===== src/hdl/cfe_pkg.sv =====
// shared types, constants and helper functions of the convolution engine
package cfe_pkg;

  localparam int MAX_IN_CHANNELS  = 4;
  localparam int MAX_OUT_CHANNELS = 8;
  localparam int MAX_KERNEL       = 5;
  localparam int MAX_HEIGHT       = 64;
  localparam int MAX_WIDTH        = 64;

  localparam int KER_AREA  = MAX_KERNEL * MAX_KERNEL;
  localparam int IMG_DEPTH = MAX_IN_CHANNELS * MAX_HEIGHT * MAX_WIDTH;
  localparam int WGT_DEPTH = MAX_OUT_CHANNELS * MAX_IN_CHANNELS * KER_AREA;
  localparam int IMG_AW    = $clog2(IMG_DEPTH);
  localparam int WGT_AW    = $clog2(WGT_DEPTH);
  localparam int ACC_W     = 40;
  localparam int CFG_W     = 7;
  localparam int CFG_IW    = 3;

  localparam logic [1:0] KIND_SAMPLE = 2'd0;
  localparam logic [1:0] KIND_WEIGHT = 2'd1;
  localparam logic [1:0] KIND_BIAS   = 2'd2;
  localparam logic [1:0] KIND_QUERY  = 2'd3;

  localparam logic [CFG_IW-1:0] REG_NIN    = 3'd0;
  localparam logic [CFG_IW-1:0] REG_NOUT   = 3'd1;
  localparam logic [CFG_IW-1:0] REG_KSIDE  = 3'd2;
  localparam logic [CFG_IW-1:0] REG_STEP   = 3'd3;
  localparam logic [CFG_IW-1:0] REG_PAD    = 3'd4;
  localparam logic [CFG_IW-1:0] REG_DIL    = 3'd5;
  localparam logic [CFG_IW-1:0] REG_HEIGHT = 3'd6;
  localparam logic [CFG_IW-1:0] REG_WIDTH  = 3'd7;

  localparam logic signed [23:0] OUT_MAX = 24'sh7fffff;
  localparam logic signed [23:0] OUT_MIN = -24'sh800000;

  typedef struct packed {
    logic accept;    // input request taken this cycle
    logic clear_en;  // weight store clearing pass
    logic step;      // issue one tap
    logic load_out;  // load result register
  } cfe_cmd_t;

  typedef struct packed {
    logic clear_last;
    logic query_oor;
    logic iter_last;
    logic pipe_busy;
    logic out_free;
  } cfe_stat_t;

  function automatic logic [15:0] sat16(input logic signed [31:0] v);
    logic [15:0] r;
    if (v > 32'sd32767)       r = 16'h7fff;
    else if (v < -32'sd32768) r = 16'h8000;
    else                      r = v[15:0];
    return r;
  endfunction

  function automatic logic [WGT_AW-1:0] wgt_addr(input logic [2:0] oc, input logic [1:0] ic,
                                                 input logic [2:0] kr, input logic [2:0] kc);
    logic [WGT_AW-1:0] row_base;
    logic [WGT_AW-1:0] tap;
    row_base = WGT_AW'({oc, ic}) * WGT_AW'(KER_AREA);
    tap      = WGT_AW'(kr) * WGT_AW'(MAX_KERNEL) + WGT_AW'(kc);
    return row_base + tap;
  endfunction

endpackage


===== src/hdl/cfe_ctrl.sv =====
// controller state machine: clearing pass, request intake, tap walk and result hand-off
module cfe_ctrl (
  input  logic              clk,
  input  logic              rst_n,
  input  logic              in_valid,
  input  logic [1:0]        in_kind,
  output logic              in_ready,
  input  cfe_pkg::cfe_stat_t stat,
  output cfe_pkg::cfe_cmd_t  cmd
);

  localparam logic [2:0] ST_CLEAR = 3'd0;
  localparam logic [2:0] ST_IDLE  = 3'd1;
  localparam logic [2:0] ST_RUN   = 3'd2;
  localparam logic [2:0] ST_DRAIN = 3'd3;
  localparam logic [2:0] ST_FIN   = 3'd4;

  logic [2:0] state_r;
  logic [2:0] state_nxt;

  assign in_ready = (state_r == ST_IDLE);

  always_comb begin
    state_nxt    = state_r;
    cmd          = '0;
    case (state_r)
      ST_CLEAR: begin
        cmd.clear_en = 1'b1;
        if (stat.clear_last) state_nxt = ST_IDLE;
      end
      ST_IDLE: begin
        if (in_valid) begin
          cmd.accept = 1'b1;
          if (in_kind == cfe_pkg::KIND_QUERY) begin
            state_nxt = stat.query_oor ? ST_FIN : ST_RUN;
          end
        end
      end
      ST_RUN: begin
        cmd.step = 1'b1;
        if (stat.iter_last) state_nxt = ST_DRAIN;
      end
      ST_DRAIN: begin
        if (!stat.pipe_busy) state_nxt = ST_FIN;
      end
      ST_FIN: begin
        if (stat.out_free) begin
          cmd.load_out = 1'b1;
          state_nxt    = ST_IDLE;
        end
      end
      default: state_nxt = ST_IDLE;
    endcase
  end

  always_ff @(posedge clk) begin
    if (!rst_n) state_r <= ST_CLEAR;
    else        state_r <= state_nxt;
  end

endmodule


===== config.mk =====
export PLATFORM = sky130hd
export DESIGN_NAME = cfe_ctrl
export DESIGN_NICKNAME = d
export VERILOG_FILES = /design/src/hdl/cfe_pkg.sv /design/src/hdl/cfe_ctrl.sv
export SDC_FILE = /design/constraint.sdc
export NUM_CORES = 1
export LEC_CHECK = 0
export ABC_AREA = 1
export BUFFER_PORTS_ARGS = -buffer_cell sky130_fd_sc_hd__buf_2
export CAP_MARGIN = 20
export CORE_AREA = 5 5 42 44
export DETAILED_ROUTE_END_ITERATION = 8
export DIE_AREA = 0 0 47 49
export GPL_ROUTABILITY_DRIVEN = 0
export GPL_TIMING_DRIVEN = 0
export PLACE_DENSITY_LB_ADDON = 0.05
export SETUP_SLACK_MARGIN = 0.15
export SYNTH_ARGS = -nofsm -noshare
export SYNTH_HDL_FRONTEND = slang
export SYNTH_SLANG_ARGS = --single-unit

===== constraint.sdc =====
create_clock -name clk -period 1.24 [get_ports clk]
set_input_delay 0.124 -clock clk [delete_from_list [all_inputs] [get_ports clk]]
set_output_delay 0.124 -clock clk [all_outputs]
set_load 0.1 [all_outputs]

==> summary.md, run 1 <==
| Metric | Value |
|---|---|
| Antenna violations before repair | `0` |
| Overall global routing resource usage | `8.71%` |
| Synthesis-to-layout area growth | `108%` |
| Leftover overflow at the end of global routing | `0` |
| I/O pin count | `15` |
| Maximum VDD drop | `1.35 mV` |
| Reg-to-reg critical path startpoint | `state_r[2]$_SDFFE_PN0P_` |
| End of the worst register-to-register path | `state_r[1]$_SDFFE_PN0P_` |
| Crit Path Max Fanout | `5` |
| Largest net degree at the start of global routing | `8` |
| Antenna Diode Count | `0` |
| Count of antenna-violating nets left after detailed routing | `0` |
| Vias | `388` |
| # H-tree levels | `1` |
| CP Data Arrival Time | `1.15 ns` |
| Worst path top cell family by delay | `buffers and inverters` |
| Number of failing hold endpoints at the final stage | `0` |
| Run status | `finished, violations left` |
| Unrepaired setup endpoints after global routing | `true` |
| Netlist area before placement | `303 um^2` |
| Detailed placement HPWL | `599 um` |
| Cell depth of the worst hold path | `3` |
| WL/cell | `8.85 um` |
| Register cell area after layout | `66.3 um^2` |
| Net count of the finished layout | `87` |
| Setup slack of the critical path after layout | `-0.0291 ns` |
| Die boundary width | `47 um` |
| Synth unique cells | `11` |
| Seq cells post-synth | `3` |
| Worst min-delay path class | `in -> reg` |
| Leakage | `0.307 nW` |
| Element type at the critical path start | `flop` |
| Total area of multi-input combinational cells | `246 um^2` |
| Biggest cell delay along the critical path | `0.31 ns` |
| DR DRC count | `0` |
| Cell row count | `14` |
| Period Utilization, post-route | `102%` |
| Top flop regs | `state_r: 3 flops` |
| Setup clock skew after layout | `0.00459 ns` |
| Number of clock buffers inserted by TritonCTS | `3` |
| Violation count after the first detailed-route iteration | `9` |
| Violations in the final reports | `setup timing` |
| Worst-path cell with the longest stage delay | `dfxtp_2` |
| Insertion delay of the later-clocked pin in the worst-skew pair | `0.24 ns` |
| Final Setup Violations | `3` |
| R2r setup slk | `0.06 ns` |
| Full die area | `0.00230 mm^2` |
| Number of max-slew violations in the final report | `0` |
| Most common cell after layout, fill and taps aside | `nor2_1` |
| Global-route wire length before repair | `1.46 mm` |
| Reg with most FFs | `state_r` |
| Wire length after detailed routing | `814 um` |
| Worst EP required | `1.12 ns` |
| Top achievable clock speed | `788 MHz` |
| Worst setup path class | `reg -> out` |
| Yosys warning count | `0` |
| Max reg flops | `3` |
| Starting utilization of the core area | `21.6%` |
| Area of the core | `0.00140 mm^2` |
| Power density over the cells | `2870 mW/mm^2` |
| CP cell instances | `buf_8 -> inv_8 -> nand3_4 -> nor2_4 -> buf_12` |
| Max Buffers Root-to-Sink | `2` |
| Place WS | `-0.120 ns` |
| Most frequent cells in the layout | `nor2_1, buf_2, inv_1` |
| Number of buffer and inverter stages on the critical path | `3` |
| Die Y | `49 um` |
| Setup TNS | `-0.0350 ns` |
| Post-DR vias/cell | `4.22` |
| Clock transition at the registers of the reported paths | `0.04 ns` |
| TritonCTS clock tree | `done` |
| Type of destination of the critical path | `primary output` |
| Depth of the worst register-to-register path | `9` |
| Root Buffer Master | `clkbuf_4` |
| Worst relative slew slack | `85.9%` |
| Endpoint, Worst Hold | `state_r[0]$_SDFFE_PN0P_` |
| Pin slew with the least headroom to its limit | `0.209 ns` |
| Net count after synthesis | `63` |
| Count of port buffers added during placement | `14` |
| Number of global-route vias before repair | `372` |
| TritonCTS sink count | `3` |
| Number of max-cap violations | `0` |
| DR pass1 iterations | `4` |
| Min-Delay Startpoint | `rst_n` |
| Filler cells | `157` |
| Share of final-layout standard cells stronger than drive strength 1 | `57.9%` |
| Post-synthesis area per instance | `5.71 um^2` |
| Proportion of synthesized chip area in sequential cells | `19.8%` |
| Gate Count Post-Synth | `53` |
| Final critical delay including setup and external delays | `1.27 ns` |
-- worst max-delay path by stage --
stage | depth (start not counted) | start | end
floorplan | 7 | state_r[1]$_SDFFE_PN0P_ | state_r[1]$_SDFFE_PN0P_
global placement | 5 | state_r[1]$_SDFFE_PN0P_ | cmd[0]
detailed placement | 5 | state_r[1]$_SDFFE_PN0P_ | cmd[0]
CTS | 5 | state_r[2]$_SDFFE_PN0P_ | cmd[3]
global route | 5 | state_r[2]$_SDFFE_PN0P_ | cmd[3]
finish | 5 | state_r[1]$_SDFFE_PN0P_ | cmd[3]
-- logic make-up (layout without fill, tap and decap cells) --
group                  Yosys count  in the layout  synth area share [%]
and+or+nand+nor                 34             34                  54.1
buffers and inverters           13             36                  21.1
AOI/OAI and AO/OA                3              3                  4.96
DFF                              3              3                  19.8
-- cell type report --
type	count	area share (%)
plain buffers	2	4.76
repair buffers	19	29.6
multi-input cells	37	39.1
well taps	16	3.17
inverters	11	8.73
flip-flops and latches	3	10.5
clock buffers	4	4.17
-- tightest hold or removal path: stages --
cell	delay [ns]
buf_2	0.09
nand2_1	0.05
inv_1	0.04
-- what timing repair did --
item                       4_1_cts  5_1_grt
setup endpoints to repair        8        8
pin swaps                        8        6
buffers inserted                 5        0
gates resized for setup         29        8
hold buffers                     0        0
-- report_power, final --
| part | switching (mW) | internal [mW] | leakage, nW | total (mW) |
|---|---|---|---|---|
| sequential | 0.0699 | 0.148 | 0.0261 | 0.218 |
| combinational | 0.852 | 0.566 | 0.266 | 1.42 |
| clock | 0.0549 | 0.121 | 0.0150 | 0.176 |
-- through the flow --
stage	instances	cell area, um^2	util (%)	hold slack (ns)	power, mW
final	92	631	45.0	0.0959	1.81
after global routing	92	631	45.0	0.110	1.95
after CTS	92	604	43.1	0.0933	1.76
after detailed placement	83	439	31.3	0.346	1.22
after global placement	83	439	31.3	0.351	1.23
after floorplan	53	349	-	0.222	1.08
-- synthesized netlist by cell type --
cell type / count / share of area, %
buf_6: 2 / 7.4
dfxtp_1: 3 / 20
inv_1: 9 / 11
inv_2: 2 / 2.5
nand2_1: 6 / 7.4
nand3_1: 5 / 8.3
nand3_2: 4 / 13
nor2_1: 16 / 20
nor2_2: 1 / 2.1
nor3_1: 2 / 3.3
o21ai_0: 3 / 5.0
-- metal layers --
metal | vias up | wire length (um) | global-route usage (%)
met5 | - | 0 | 0
met4 | 0 | 19 | 5.53
met3 | 2 | 57 | 2.95
met2 | 12 | 397 | 12.9
met1 | 168 | 340 | 10.3
li1 | 206 | - | -
(Power assumes the default switching activity.)
==> run 2, diff against run 1 <==
- CELL_PAD_IN_SITES_DETAIL_PLACEMENT: unset -> 2
- CELL_PAD_IN_SITES_GLOBAL_PLACEMENT: unset -> 2
- CORE_AREA: 5 5 42 44 -> unset
- CORE_MARGIN: unset -> 5
- CORE_UTILIZATION: unset -> 19
- DIE_AREA: 0 0 47 49 -> unset
==> summary.md, run 2 (synthesized netlist as in run 1, its figures left out) <==
| Metric | Value |
|---|---|
| Clock transition at the registers of the reported paths | `0.04 ns (about the same)` |
| Top achievable clock speed | `772 MHz (was 788 MHz)` |
| Hold WS | `0.111 ns (was 0.0959 ns)` |
| Largest net degree at the start of global routing | `9 (was 8)` |
| Count of port buffers added during placement | `14 (unchanged)` |
| Max reg flops | `3 (unchanged)` |
| Starting utilization of the core area | `20.1% (was 21.6%)` |
| Unrepaired setup endpoints after global routing | `true (unchanged)` |
| Net count of the finished layout | `93 (was 87)` |
| Leftover overflow at the end of global routing | `0 (unchanged)` |
| DR pass1 iterations | `2 (was 4)` |
| Insertion delay of the later-clocked pin in the worst-skew pair | `0.24 ns (about the same)` |
| Number of max-slew violations in the final report | `0 (unchanged)` |
| Power density over the cells | `2900 mW/mm^2 (was 2870 mW/mm^2)` |
| Share of final-layout standard cells stronger than drive strength 1 | `62.2% (was 57.9%)` |
| # H-tree levels | `1 (unchanged)` |
| Number of max-cap violations | `0 (unchanged)` |
| Final Setup Violations | `7 (was 3)` |
| TritonCTS sink count | `3 (unchanged)` |
| Violation count after the first detailed-route iteration | `1 (was 9)` |
| Antenna Diode Count | `0 (unchanged)` |
| Number of failing hold endpoints at the final stage | `0 (unchanged)` |
| Pin slew with the least headroom to its limit | `0.257 ns (was 0.209 ns)` |
| Cell row count | `14 (unchanged)` |
| CP Data Arrival Time | `1.17 ns (was 1.15 ns)` |
| Vias | `432 (was 388)` |
| Type of destination of the critical path | `primary output (unchanged)` |
| Element type at the critical path start | `flop (unchanged)` |
| Filler cells | `190 (was 157)` |
| Met1 usage | `13.2% (was 10.3%)` |
| Area of the core | `0.00151 mm^2 (was 0.00140 mm^2)` |
| Grt peak-use layer | `met2 (unchanged)` |
| Total area of multi-input combinational cells | `251 um^2 (was 246 um^2)` |
| Worst relative slew slack | `82.8% (was 85.9%)` |
| Post-DR vias/cell | `4.41 (was 4.22)` |
| Max Buffers Root-to-Sink | `2 (unchanged)` |
| Met3 Resource Use GR | `3.31% (was 2.95%)` |
| Run status | `finished, violations left (unchanged)` |
| Setup clock skew after layout | `0.00586 ns (was 0.00459 ns)` |
| Global-route wire length before repair | `2.35 mm (was 1.46 mm)` |
| Final critical delay including setup and external delays | `1.29 ns (was 1.27 ns)` |
| Met2 track utilization from global routing | `22.5% (was 12.9%)` |
| Top flop regs | `state_r: 3 flops (unchanged)` |
| Setup slack of the critical path after layout | `-0.0549 ns (was -0.0291 ns)` |
| Placed Cells | `83 (unchanged)` |
| Worst min-delay path class | `in -> reg (unchanged)` |
| Post-Layout Cell Count | `98 (was 92)` |
| Period Utilization, post-route | `104% (was 102%)` |
| TritonCTS clock tree | `done (unchanged)` |
| Setup TNS | `-0.205 ns (was -0.0350 ns)` |
| Maximum VDD drop | `1.04 mV (was 1.35 mV)` |
| Wire length after detailed routing | `1.33 mm (was 814 um)` |
| WL/cell | `13.6 um (was 8.85 um)` |
| Leakage | `0.338 nW (was 0.307 nW)` |
| Post-Route Utilization | `45.5% (was 45.0%)` |
| Sum of internal, switching and leakage power | `1.99 mW (was 1.81 mW)` |
| Place WS | `-0.144 ns (was -0.120 ns)` |
| Number of clock buffers inserted by TritonCTS | `3 (unchanged)` |
| Reg with most FFs | `state_r (unchanged)` |
| Die Y | `49.9 um (was 49 um)` |
| Root Buffer Master | `clkbuf_4 (unchanged)` |
| Worst setup path class | `reg -> out (unchanged)` |
| Crit Path Max Fanout | `7 (was 5)` |
| Antenna violations before repair | `0 (unchanged)` |
| Synthesis-to-layout area growth | `126% (was 108%)` |
| Register cell area after layout | `66.3 um^2 (unchanged)` |
| Overall global routing resource usage | `12.8% (was 8.71%)` |
| Summed area of non-filler cells in the final layout | `686 um^2 (was 631 um^2)` |
| DR DRC count | `0 (unchanged)` |
| Detailed placement HPWL | `842 um (was 599 um)` |
| Die boundary width | `49.9 um (was 47 um)` |
| I/O pin count | `15 (unchanged)` |
| Full die area | `0.00249 mm^2 (was 0.00230 mm^2)` |
| Count of antenna-violating nets left after detailed routing | `0 (unchanged)` |
| Number of global-route vias before repair | `503 (was 372)` |
| Violations in the final reports | `setup timing (unchanged)` |
| Most frequent cells in the layout | `nor2_1, buf_4, buf_2 (was nor2_1, buf_2, inv_1)` |
| Post-detailed-placement cell area | `439 um^2 (unchanged)` |
| Worst EP required | `1.12 ns (about the same)` |
## run 2: worst paths after layout
kind | slack, ns | start | cells after the start | endpoint
max | -0.05 | state_r[1]$_SDFFE_PN0P_ | 5 | cmd[3]
min | 0.11 | rst_n | 3 | state_r[0]$_SDFFE_PN0P_
max reg2reg | 0 | state_r[1]$_SDFFE_PN0P_ | 9 | state_r[2]$_SDFFE_PN0P_
min reg2reg | 0.64 | state_r[2]$_SDFFE_PN0P_ | 3 | state_r[2]$_SDFFE_PN0P_
## run 2: metal layers
metal	up-vias	part of all wire, %
met4	0	1.6
li1	221	-
met5	-	0
met2	10	55
met1	199	40
met3	2	3.2
## run 2: report_power, final
part           switching [mW]  internal (mW)  total, mW
clock network          0.0563          0.121      0.177
registers              0.0739          0.148      0.222
logic                   0.936          0.655       1.59
total                    1.07          0.924       1.99
## run 2: repair_timing
action	4_1_cts	5_1_grt
pin swaps	7	1
setup buffers	9	2
hold buffers	0	0
endpoints found under the setup margin	8	8
gates resized for setup	33	8
## run 2: cell type report
| cell class | instances | share of cell area [%] |
|---|---|---|
| buffer | 2 | 4.38 |
| clock buffer | 4 | 3.83 |
| inverter | 11 | 8.76 |
| multi-input combinational | 37 | 36.7 |
| sequential | 3 | 9.67 |
| tap | 16 | 2.92 |
| timing repair buffer | 25 | 33.8 |
## run 2: critical path, cell delays in order, from the launching register on
cell     delay, ns
dfxtp_2       0.31
buf_8         0.14
inv_8         0.06
nand3_4       0.10
nor2_4        0.13
buf_12        0.18
